`config.mk`:
```
export PLATFORM = sky130hd
export DESIGN_NAME = double_ended_queue_top_flat
export DESIGN_NICKNAME = d
export VERILOG_FILES = /design/src/hdl/dq_pkg.sv /design/src/hdl/dq_channels.sv /design/src/hdl/dq_ram.sv /design/src/hdl/double_ended_queue_top.sv /design/src/flat_wrapper.sv
export SDC_FILE = /design/constraint.sdc
export NUM_CORES = 1
export LEC_CHECK = 0
export ABC_AREA = 1
export BUFFER_PORTS_ARGS = -buffer_cell sky130_fd_sc_hd__buf_2
export CAP_MARGIN = 20
export CELL_PAD_IN_SITES_DETAIL_PLACEMENT = 0
export CELL_PAD_IN_SITES_GLOBAL_PLACEMENT = 1
export CORE_AREA = 2 2 171 298
export CTS_CLUSTER_SIZE = 40
export DETAILED_ROUTE_END_ITERATION = 12
export DIE_AREA = 0 0 173 300
export GPL_TIMING_DRIVEN = 0
export PLACE_DENSITY = 0.91
export SLEW_MARGIN = 20
export SYNTH_ARGS = -nofsm -noshare
export SYNTH_HDL_FRONTEND = slang
export SYNTH_HIERARCHICAL = 1
export SYNTH_SLANG_ARGS = --single-unit
```
`constraint.sdc`:
```
create_clock -name clock -period 12.7 [get_ports clock]
set_clock_uncertainty 0.2 [all_clocks]
set_input_delay 1.27 -clock clock [delete_from_list [all_inputs] [get_ports clock]]
set_output_delay 1.27 -clock clock [all_outputs]
set_load 0.005 [all_outputs]
```
`src/hdl/dq_pkg.sv`:
```
// ----------------------------------------------------------------------------
// dq_pkg
// Shared constants, operation codes and controller states for the
// double-ended queue.
// ----------------------------------------------------------------------------
package dq_pkg;

   localparam int DEPTH_DEFAULT      = 16;
   localparam int DATA_WIDTH_DEFAULT = 32;
   localparam int FUNC_WIDTH         = 3;

   // operation codes carried in the func field of a request word
   typedef enum logic [FUNC_WIDTH-1:0] {
      FUNC_PUSH_FRONT = 3'd0,
      FUNC_PUSH_BACK  = 3'd1,
      FUNC_POP_FRONT  = 3'd2,
      FUNC_POP_BACK   = 3'd3,
      FUNC_WALK       = 3'd4
   } func_type;

   typedef enum logic [1:0] {
      ST_IDLE,
      ST_POP,
      ST_WALK
   } state_type;

endpackage

```
`src/hdl/dq_channels.sv`:
```
// ----------------------------------------------------------------------------
// dq_channels
// Valid/ready channel interfaces for the request and response words of the
// double-ended queue.
// ----------------------------------------------------------------------------
interface dq_req_if
   import dq_pkg::*;
#(
   parameter int DATA_WIDTH = DATA_WIDTH_DEFAULT
) ();
   logic                         valid;
   logic                         ready;
   logic [FUNC_WIDTH-1:0]        func;
   logic signed [DATA_WIDTH-1:0] value;

   modport source (output valid, output func, output value, input ready);
   modport sink   (input valid, input func, input value, output ready);
endinterface

interface dq_rsp_if
   import dq_pkg::*;
#(
   parameter int DATA_WIDTH  = DATA_WIDTH_DEFAULT,
   parameter int COUNT_WIDTH = $clog2(DEPTH_DEFAULT + 1)
) ();
   logic                         valid;
   logic                         ready;
   logic signed [DATA_WIDTH-1:0] value_res;
   logic                         last;
   logic                         empty_res;
   logic [COUNT_WIDTH-1:0]       count;
   logic                         refused;

   modport source (output valid, output value_res, output last, output empty_res,
                   output count, output refused, input ready);
   modport sink   (input valid, input value_res, input last, input empty_res,
                   input count, input refused, output ready);
endinterface

```
`src/hdl/dq_ram.sv`:
```
// ----------------------------------------------------------------------------
// dq_ram
// Generic simple dual-port RAM: one write port, one read port with a
// registered read that holds its data until the next read.
// ----------------------------------------------------------------------------
module dq_ram
   import dq_pkg::*;
#(
   parameter int WIDTH = DATA_WIDTH_DEFAULT,
   parameter int DEPTH = DEPTH_DEFAULT
) (
   input  logic                     clock,
   input  logic                     wr_en,
   input  logic [$clog2(DEPTH)-1:0] wr_addr,
   input  logic [WIDTH-1:0]         wr_data,
   input  logic                     rd_en,
   input  logic [$clog2(DEPTH)-1:0] rd_addr,
   output logic [WIDTH-1:0]         rd_data
);

   logic [WIDTH-1:0] mem_ff [DEPTH];
   logic [WIDTH-1:0] rd_data_ff;

   always_ff @(posedge clock) begin
      if (wr_en) begin
         mem_ff[wr_addr] <= wr_data;
      end
      if (rd_en) begin
         rd_data_ff <= mem_ff[rd_addr];
      end
   end

   assign rd_data = rd_data_ff;

endmodule

```
`src/hdl/double_ended_queue_top.sv`:
```
// ----------------------------------------------------------------------------
// double_ended_queue_top
// Bounded double-ended queue of signed words kept as a ring in one RAM,
// tracked by a head index and an entry count.
// ----------------------------------------------------------------------------
//  channel  | dir | handshake     | payload
//  ---------+-----+---------------+-------------------------------------------
//  req_ch   | in  | valid / ready | func, value
//  rsp_ch   | out | valid / ready | value_res, last, empty_res, count, refused
//
//  a push, a refused push, an empty pop or an unknown func is answered straight from idle
//  a pop that finds data answers from the pop state, after the registered ring RAM read
//  a walk does one RAM read per stored word; an empty walk answers with nothing
//  reset clears state, head, count, walk index and response valid; ring contents are never cleared
//  a new request is taken in the same cycle the last word leaves the
//  response register; a stalled response holds the controller until it is taken
// ----------------------------------------------------------------------------
module double_ended_queue_top
   import dq_pkg::*;
#(
   parameter int DEPTH      = DEPTH_DEFAULT,
   parameter int DATA_WIDTH = DATA_WIDTH_DEFAULT
) (
   input  logic     clock,
   input  logic     reset,
   dq_req_if.sink   req_ch,
   dq_rsp_if.source rsp_ch
);

   localparam int IDX_W = $clog2(DEPTH);
   localparam int CNT_W = $clog2(DEPTH + 1);
   localparam logic [IDX_W:0]   DEPTH_WIDE = (IDX_W + 1)'(DEPTH);
   localparam logic [IDX_W-1:0] DEPTH_DEC  = IDX_W'(DEPTH - 1);
   localparam logic [CNT_W-1:0] FULL_COUNT = CNT_W'(DEPTH);

   // modular add on the ring, both operands below DEPTH
   function automatic logic [IDX_W-1:0] ring_add(input logic [IDX_W-1:0] base,
                                                 input logic [IDX_W-1:0] offs);
      logic [IDX_W:0] sum;
      sum = {1'b0, base} + {1'b0, offs};
      if (sum >= DEPTH_WIDE) begin
         sum = sum - DEPTH_WIDE;
      end
      return sum[IDX_W-1:0];
   endfunction

   state_type state_ff, state_in;
   logic [IDX_W-1:0] head_ff, head_in;
   logic [CNT_W-1:0] count_ff, count_in;
   logic [CNT_W-1:0] walk_ff, walk_in;

   logic                         out_valid_ff, out_valid_in;
   logic signed [DATA_WIDTH-1:0] out_value_ff, out_value_in;
   logic                         out_last_ff, out_last_in;
   logic                         out_empty_ff, out_empty_in;
   logic [CNT_W-1:0]             out_count_ff, out_count_in;
   logic                         out_refused_ff, out_refused_in;

   logic                  ram_we, ram_re;
   logic [IDX_W-1:0]      ram_waddr, ram_raddr;
   logic [DATA_WIDTH-1:0] ram_rdata;

   logic             slot_free;
   logic             req_take;
   logic             no_entries, is_full;
   logic [CNT_W-1:0] count_dec;
   logic [CNT_W-1:0] walk_next;
   logic             walk_last;
   func_type         func;

   logic                         out_load;
   logic signed [DATA_WIDTH-1:0] ld_value;
   logic                         ld_last;
   logic                         ld_refused;

   assign func       = func_type'(req_ch.func);
   assign slot_free  = !out_valid_ff || rsp_ch.ready;
   assign req_take   = (state_ff == ST_IDLE) && req_ch.valid && slot_free;
   assign no_entries = (count_ff == '0);
   assign is_full    = (count_ff == FULL_COUNT);
   assign count_dec  = count_ff - CNT_W'(1);
   assign walk_next  = walk_ff + CNT_W'(1);
   assign walk_last  = (walk_next == count_ff);

   dq_ram #(
      .WIDTH (DATA_WIDTH),
      .DEPTH (DEPTH)
   ) u_ring (
      .clock   (clock),
      .wr_en   (ram_we),
      .wr_addr (ram_waddr),
      .wr_data (req_ch.value),
      .rd_en   (ram_re),
      .rd_addr (ram_raddr),
      .rd_data (ram_rdata)
   );

   // next state
   always_comb begin
      state_in = state_ff;
      unique case (state_ff)
         ST_IDLE: begin
            if (req_take && !no_entries) begin
               if (func == FUNC_POP_FRONT || func == FUNC_POP_BACK) begin
                  state_in = ST_POP;
               end else if (func == FUNC_WALK) begin
                  state_in = ST_WALK;
               end
            end
         end
         ST_POP: begin
            if (slot_free) begin
               state_in = ST_IDLE;
            end
         end
         ST_WALK: begin
            if (slot_free && walk_last) begin
               state_in = ST_IDLE;
            end
         end
         default: state_in = ST_IDLE;
      endcase
   end

   // datapath and ring control
   always_comb begin
      req_ch.ready = 1'b0;
      ram_we       = 1'b0;
      ram_re       = 1'b0;
      ram_waddr    = head_ff;
      ram_raddr    = head_ff;
      head_in      = head_ff;
      count_in     = count_ff;
      walk_in      = walk_ff;
      out_load     = 1'b0;
      ld_value     = '0;
      ld_last      = 1'b1;
      ld_refused   = 1'b0;

      unique case (state_ff)
         ST_IDLE: begin
            req_ch.ready = slot_free;
            if (req_take) begin
               unique case (func)
                  FUNC_PUSH_FRONT, FUNC_PUSH_BACK: begin
                     out_load = 1'b1;
                     if (is_full) begin
                        ld_refused = 1'b1;
                     end else begin
                        ram_we   = 1'b1;
                        count_in = count_ff + CNT_W'(1);
                        if (func == FUNC_PUSH_FRONT) begin
                           head_in   = ring_add(head_ff, DEPTH_DEC);
                           ram_waddr = head_in;
                        end else begin
                           ram_waddr = ring_add(head_ff, count_ff[IDX_W-1:0]);
                        end
                     end
                  end
                  FUNC_POP_FRONT: begin
                     if (no_entries) begin
                        out_load = 1'b1;
                     end else begin
                        ram_re    = 1'b1;
                        ram_raddr = head_ff;
                        head_in   = ring_add(head_ff, IDX_W'(1));
                        count_in  = count_dec;
                     end
                  end
                  FUNC_POP_BACK: begin
                     if (no_entries) begin
                        out_load = 1'b1;
                     end else begin
                        ram_re    = 1'b1;
                        ram_raddr = ring_add(head_ff, count_dec[IDX_W-1:0]);
                        count_in  = count_dec;
                     end
                  end
                  FUNC_WALK: begin
                     // an empty walk answers with nothing
                     if (!no_entries) begin
                        ram_re    = 1'b1;
                        ram_raddr = head_ff;
                        walk_in   = '0;
                     end
                  end
                  default: begin
                     out_load = 1'b1;
                  end
               endcase
            end
         end
         ST_POP: begin
            if (slot_free) begin
               out_load = 1'b1;
               ld_value = ram_rdata;
            end
         end
         ST_WALK: begin
            if (slot_free) begin
               out_load = 1'b1;
               ld_value = ram_rdata;
               ld_last  = walk_last;
               if (!walk_last) begin
                  // fetch the next word while this one goes out
                  walk_in   = walk_next;
                  ram_re    = 1'b1;
                  ram_raddr = ring_add(head_ff, walk_next[IDX_W-1:0]);
               end
            end
         end
         default: begin
         end
      endcase
   end

   assign out_valid_in   = out_load || (out_valid_ff && !rsp_ch.ready);
   assign out_value_in   = out_load ? ld_value : out_value_ff;
   assign out_last_in    = out_load ? ld_last : out_last_ff;
   assign out_empty_in   = out_load ? (count_in == '0) : out_empty_ff;
   assign out_count_in   = out_load ? count_in : out_count_ff;
   assign out_refused_in = out_load ? ld_refused : out_refused_ff;

   always_ff @(posedge clock) begin
      if (reset) begin
         state_ff     <= ST_IDLE;
         head_ff      <= '0;
         count_ff     <= '0;
         walk_ff      <= '0;
         out_valid_ff <= 1'b0;
      end else begin
         state_ff     <= state_in;
         head_ff      <= head_in;
         count_ff     <= count_in;
         walk_ff      <= walk_in;
         out_valid_ff <= out_valid_in;
      end
   end

   always_ff @(posedge clock) begin
      out_value_ff   <= out_value_in;
      out_last_ff    <= out_last_in;
      out_empty_ff   <= out_empty_in;
      out_count_ff   <= out_count_in;
      out_refused_ff <= out_refused_in;
   end

   assign rsp_ch.valid     = out_valid_ff;
   assign rsp_ch.value_res = out_value_ff;
   assign rsp_ch.last      = out_last_ff;
   assign rsp_ch.empty_res = out_empty_ff;
   assign rsp_ch.count     = out_count_ff;
   assign rsp_ch.refused   = out_refused_ff;

   a_count_bound: assert property (@(posedge clock) disable iff (reset)
      count_ff <= FULL_COUNT)
      else $error("entry count above depth");

   a_refused_full: assert property (@(posedge clock) disable iff (reset)
      (rsp_ch.valid && rsp_ch.refused) |-> (rsp_ch.count == FULL_COUNT))
      else $error("refused push with free room");

   a_ready_idle: assert property (@(posedge clock) disable iff (reset)
      req_ch.ready |-> (state_ff == ST_IDLE))
      else $error("request taken while busy");

   a_pop_no_read: assert property (@(posedge clock) disable iff (reset)
      (state_ff == ST_POP) |-> !ram_re)
      else $error("ring read would overwrite pop data");

   a_walk_keeps_ring: assert property (@(posedge clock) disable iff (reset)
      (state_ff == ST_WALK) |-> (!ram_we && $stable(count_ff)))
      else $error("ring changed during walk");

endmodule
```
`src/flat_wrapper.sv`:
```
// flat-port wrapper written by rule: the top's interface ports become plain ports
module double_ended_queue_top_flat import dq_pkg::*;
#(
   parameter int DEPTH      = DEPTH_DEFAULT,
   parameter int DATA_WIDTH = DATA_WIDTH_DEFAULT
)
  (clock, reset, req_ch_valid, req_ch_func, req_ch_value, req_ch_ready, rsp_ch_valid, rsp_ch_value_res, rsp_ch_last, rsp_ch_empty_res, rsp_ch_count, rsp_ch_refused, rsp_ch_ready);
  dq_req_if #(.DATA_WIDTH(DATA_WIDTH)) req_ch_i ();
  dq_rsp_if #(.DATA_WIDTH(DATA_WIDTH)) rsp_ch_i ();
  input  logic clock;
  input  logic reset;
  input wire logic [$bits(req_ch_i.valid)-1:0] req_ch_valid;
  input wire logic [$bits(req_ch_i.func)-1:0] req_ch_func;
  input wire logic [$bits(req_ch_i.value)-1:0] req_ch_value;
  output wire logic [$bits(req_ch_i.ready)-1:0] req_ch_ready;
  output wire logic [$bits(rsp_ch_i.valid)-1:0] rsp_ch_valid;
  output wire logic [$bits(rsp_ch_i.value_res)-1:0] rsp_ch_value_res;
  output wire logic [$bits(rsp_ch_i.last)-1:0] rsp_ch_last;
  output wire logic [$bits(rsp_ch_i.empty_res)-1:0] rsp_ch_empty_res;
  output wire logic [$bits(rsp_ch_i.count)-1:0] rsp_ch_count;
  output wire logic [$bits(rsp_ch_i.refused)-1:0] rsp_ch_refused;
  input wire logic [$bits(rsp_ch_i.ready)-1:0] rsp_ch_ready;
  assign req_ch_i.valid = req_ch_valid;
  assign req_ch_i.func = req_ch_func;
  assign req_ch_i.value = req_ch_value;
  assign req_ch_ready = req_ch_i.ready;
  assign rsp_ch_valid = rsp_ch_i.valid;
  assign rsp_ch_value_res = rsp_ch_i.value_res;
  assign rsp_ch_last = rsp_ch_i.last;
  assign rsp_ch_empty_res = rsp_ch_i.empty_res;
  assign rsp_ch_count = rsp_ch_i.count;
  assign rsp_ch_refused = rsp_ch_i.refused;
  assign rsp_ch_i.ready = rsp_ch_ready;
  double_ended_queue_top #(.DEPTH(DEPTH), .DATA_WIDTH(DATA_WIDTH)) u_core (.clock(clock), .reset(reset), .req_ch(req_ch_i), .rsp_ch(rsp_ch_i));
endmodule
```
==> results.yml <==
status:
  run_status: "finished, final reports clean"
hold_path:
  hp-start: "u_core/walk_ff[4]$_SDFFE_PP0P_"
  hold_depth: 2
  hold_path_class: "reg -> reg"
  worst_hold_path.endpoint: "u_core/walk_ff[4]$_SDFFE_PP0P_"
clock_tree:
  clk_path_buf_depth: 3
  cts_buffers: 50
  clkLatencyLatePin_ns: 0.60
  post-cts-setup-buffer-count: 0
  cts.sinks: 601
  clkTransAtPathRegs_ns: 0.07
  cts_tree: "built"
  cts.htree.levels: 2
  postCtsHoldBufs: 0
  cts_resized: 0
  clock-root-buffer: "clkbuf_16"
grt:
  grt_pass1_vias: 18150
  grt_use_total_pct: 27.2
  antenna_found_initial: 2
  grt_overflow: 0
  grt_pass1_wl_um: 105000
  grt_max_degree: 22
drt:
  num_vias: 18538
  postRouteAntennaNets: 0
  drtIter0Drc: 1776
  drcViolationCount: 0
  vias_per_cell: 5.48
  drt-total-wl_um: 71200
  firstDrtPassIters: 6
  wire_per_inst_um: 21.1
synthesis:
  syn_area_per_cell_um2: 10.5
  synthTopCellsByArea: "edfxtp_1 66%, nand2_1 11%, nand3_1 7.8%"
  syn_inst: 2525
  ys_ff_latch: 601
  yosys.area.top_type: "edfxtp_1"
  yosysWarnings: 6
  synth_area_mm2: 0.0264
  ys_seq_area_share_pct: 67.6
  synth_top_cell_area_share_pct: 66.3
  ys_types: 42
  syn_nets: 2585
timing:
  worstMarginPinSlew_ns: 1.02
  finalSetupViolCount: 0
  maxSlewViolCount: 0
  max_freq_ghz: 0.247
  hold_viol_final: 0
  slew_headroom_pct: 31.9
  period_needed_ns: 4.04
  period_share_pct: 31.8
  tns_ns: 0
  rsz0062_at_grt: "no"
  whs_ns: 0.311
floorplan:
  die_x_um: 173
  fp.dieH_um: 300
  die-area_mm2: 0.0519
  core_mm2: 0.0495
  io_pins: 81
  start_util_pct: 53.5
  num_rows: 108
worst_setup_path:
  crit_top_cell: "nor2_4"
  endpoint_kind: "register"
  critPathKind: "reg -> reg"
  r2r_cells: 11
  slowest_delay_ns: 0.79
  r2r-end: "u_core/u_ring/mem_ff[15][19]$_DFFE_PP_"
  cp.arrival_ns: 4.13
  path_delay_family: "simple AND/OR/NAND/NOR gates"
  crit-reg2reg-launch: "u_core/state_ff[1]$_SDFFE_PP0P_"
  rrSetupSlack_ns: 8.66
  crit_chain: "inv_1, ha_1, nand2_2, nor2_4, inv_2, nor2_2, o221ai_1, o21ai_0, nand3_1, nor2_4, buf_16"
  crit_buf_inv: 3
  required_ns: 12.79
  cp-start-kind: "register"
  slowest_stage: "nor2_4"
  critical_path.max_fanout: 17
power:
  p_per_area_mw_per_mm2: 173
  leakage_nw: 12.8
  vdd_drop_max_mv: 0.100
final_layout:
  area_growth_pct: 13.5
  final_cell_mix: "745 x nand2_1, 584 x edfxtp_1, 463 x inv_1"
  multi_input_area_mm2: 0.00621
  drive_gt1_share_pct: 11.0
  regArea_mm2: 0.0179
  final_common_cell: "nand2_1"
  fin_nets: 2741
  fin_area_mm2: 0.0300
  fillCellCount: 3928
job:
  drv_cap: 0
placed_design:
  port_buffers: 80
  post-dp-hpwl_um: 48400
  gp_congestion: 0.899
  place_area_mm2: 0.0284
registers in the layout, summed over array words and instances, names as in the netlist:
name                     flops
u_core/rsp_ch.valid          1
u_core/walk_ff               5
u_core/head_ff               4
u_core/rsp_ch.count          5
u_core/count_ff              5
u_core/rsp_ch.value_res     32
u_core/rsp_ch.empty_res      1
u_core/rsp_ch.last           1
u_core/u_ring/mem_ff       512
u_core/state_ff              2
u_core/rsp_ch.refused        1
u_core/u_ring/rd_data       32
Yosys cell counts, drive strengths merged:
library cell    n
clkbuf         19
o21ai          16
fa              3
o21a            1
o22ai           3
nand4          10
buf            93
xor2           11
edfxtp        584
a21oi          12
nand3         414
nor2           83
o221ai          1
o211ai          3
a21boi          1
nand2         749
o31ai           2
a211oi          2
or2             2
ha             18
dfxtp          17
inv           470
nor3            1
xnor2           2
a22oi           2
nand3b          5
a31oi           1
area by class of cell:
cell class | instances | share of cell area (%)
diodes | 1 | 0.00834
plain buffers | 112 | 2.46
clock buffers | 62 | 4.32
clock inverters | 30 | 0.896
inverters | 470 | 5.89
multi-input cells | 1342 | 20.7
flip-flops and latches | 601 | 59.6
well taps | 660 | 2.75
repair buffers | 104 | 3.44
routing by layer:
layer | share of wire [%] | wire [µm] | track usage [%] | up-vias
met5 | 0.017 | 12 | 0 | -
met4 | 6.8 | 4860 | 17.1 | 2
met3 | 7.8 | 5540 | 3.87 | 289
met2 | 52 | 36900 | 49.6 | 988
met1 | 34 | 23900 | 29.8 | 8774
li1 | - | - | - | 8485
metrics by stage:
| stage | cells | worst slack [ns] | power [mW] | util (%) |
|---|---|---|---|---|
| 2_1_floorplan | 2525 | 8.13 | 3.17 | - |
| 3_3_place_gp | 3265 | 5.19 | 3.64 | 56.0 |
| 3_5_place_dp | 3289 | 8.18 | 3.72 | 57.5 |
| 4_1_cts | 3381 | 8.72 | 5.19 | 60.7 |
| 5_1_grt | 3382 | 8.38 | 5.38 | 60.7 |
| 6_report | 3382 | 8.66 | 5.19 | 60.7 |
worst min-delay path, stage by stage, from the launching register on:
cell	delay (ns)
dfxtp_1	0.34
nand2_1	0.07
a21oi_1	0.05
report_power, final:
part	internal, mW	switching [mW]
clock	0.810	0.680
combinational	0.417	0.914
sequential	2.34	0.0276
total	3.56	1.62
kinds of logic after synthesis:
kind of cell,count (synthesis),share of synthesized area (%)
AOI/OAI and AO/OA,44,1.05
xor gates and xnor gates,13,0.431
adders and majority gates,21,1.08
buffers and inverters,582,9.47
DFF,601,67.6
and+or+nand+nor,1264,20.4
worst max path at each step:
stage               cells past startpoint                       startpoint                                endpoint
floorplan                               4                     req_ch_valid      u_core/u_ring/rd_data[0]$_DFFE_PP_
global placement                        6                   req_ch_func[0]     u_core/u_ring/rd_data[14]$_DFFE_PP_
detailed placement                     15                   req_ch_func[2]     u_core/u_ring/rd_data[29]$_DFFE_PP_
CTS                                    16    u_core/count_ff[1]$_SDFF_PP0_     u_core/u_ring/rd_data[23]$_DFFE_PP_
global route                           11  u_core/state_ff[1]$_SDFFE_PP0P_  u_core/u_ring/mem_ff[14][19]$_DFFE_PP_
finish                                 11  u_core/state_ff[1]$_SDFFE_PP0P_  u_core/u_ring/mem_ff[15][19]$_DFFE_PP_
(Power assumes the default switching activity.)
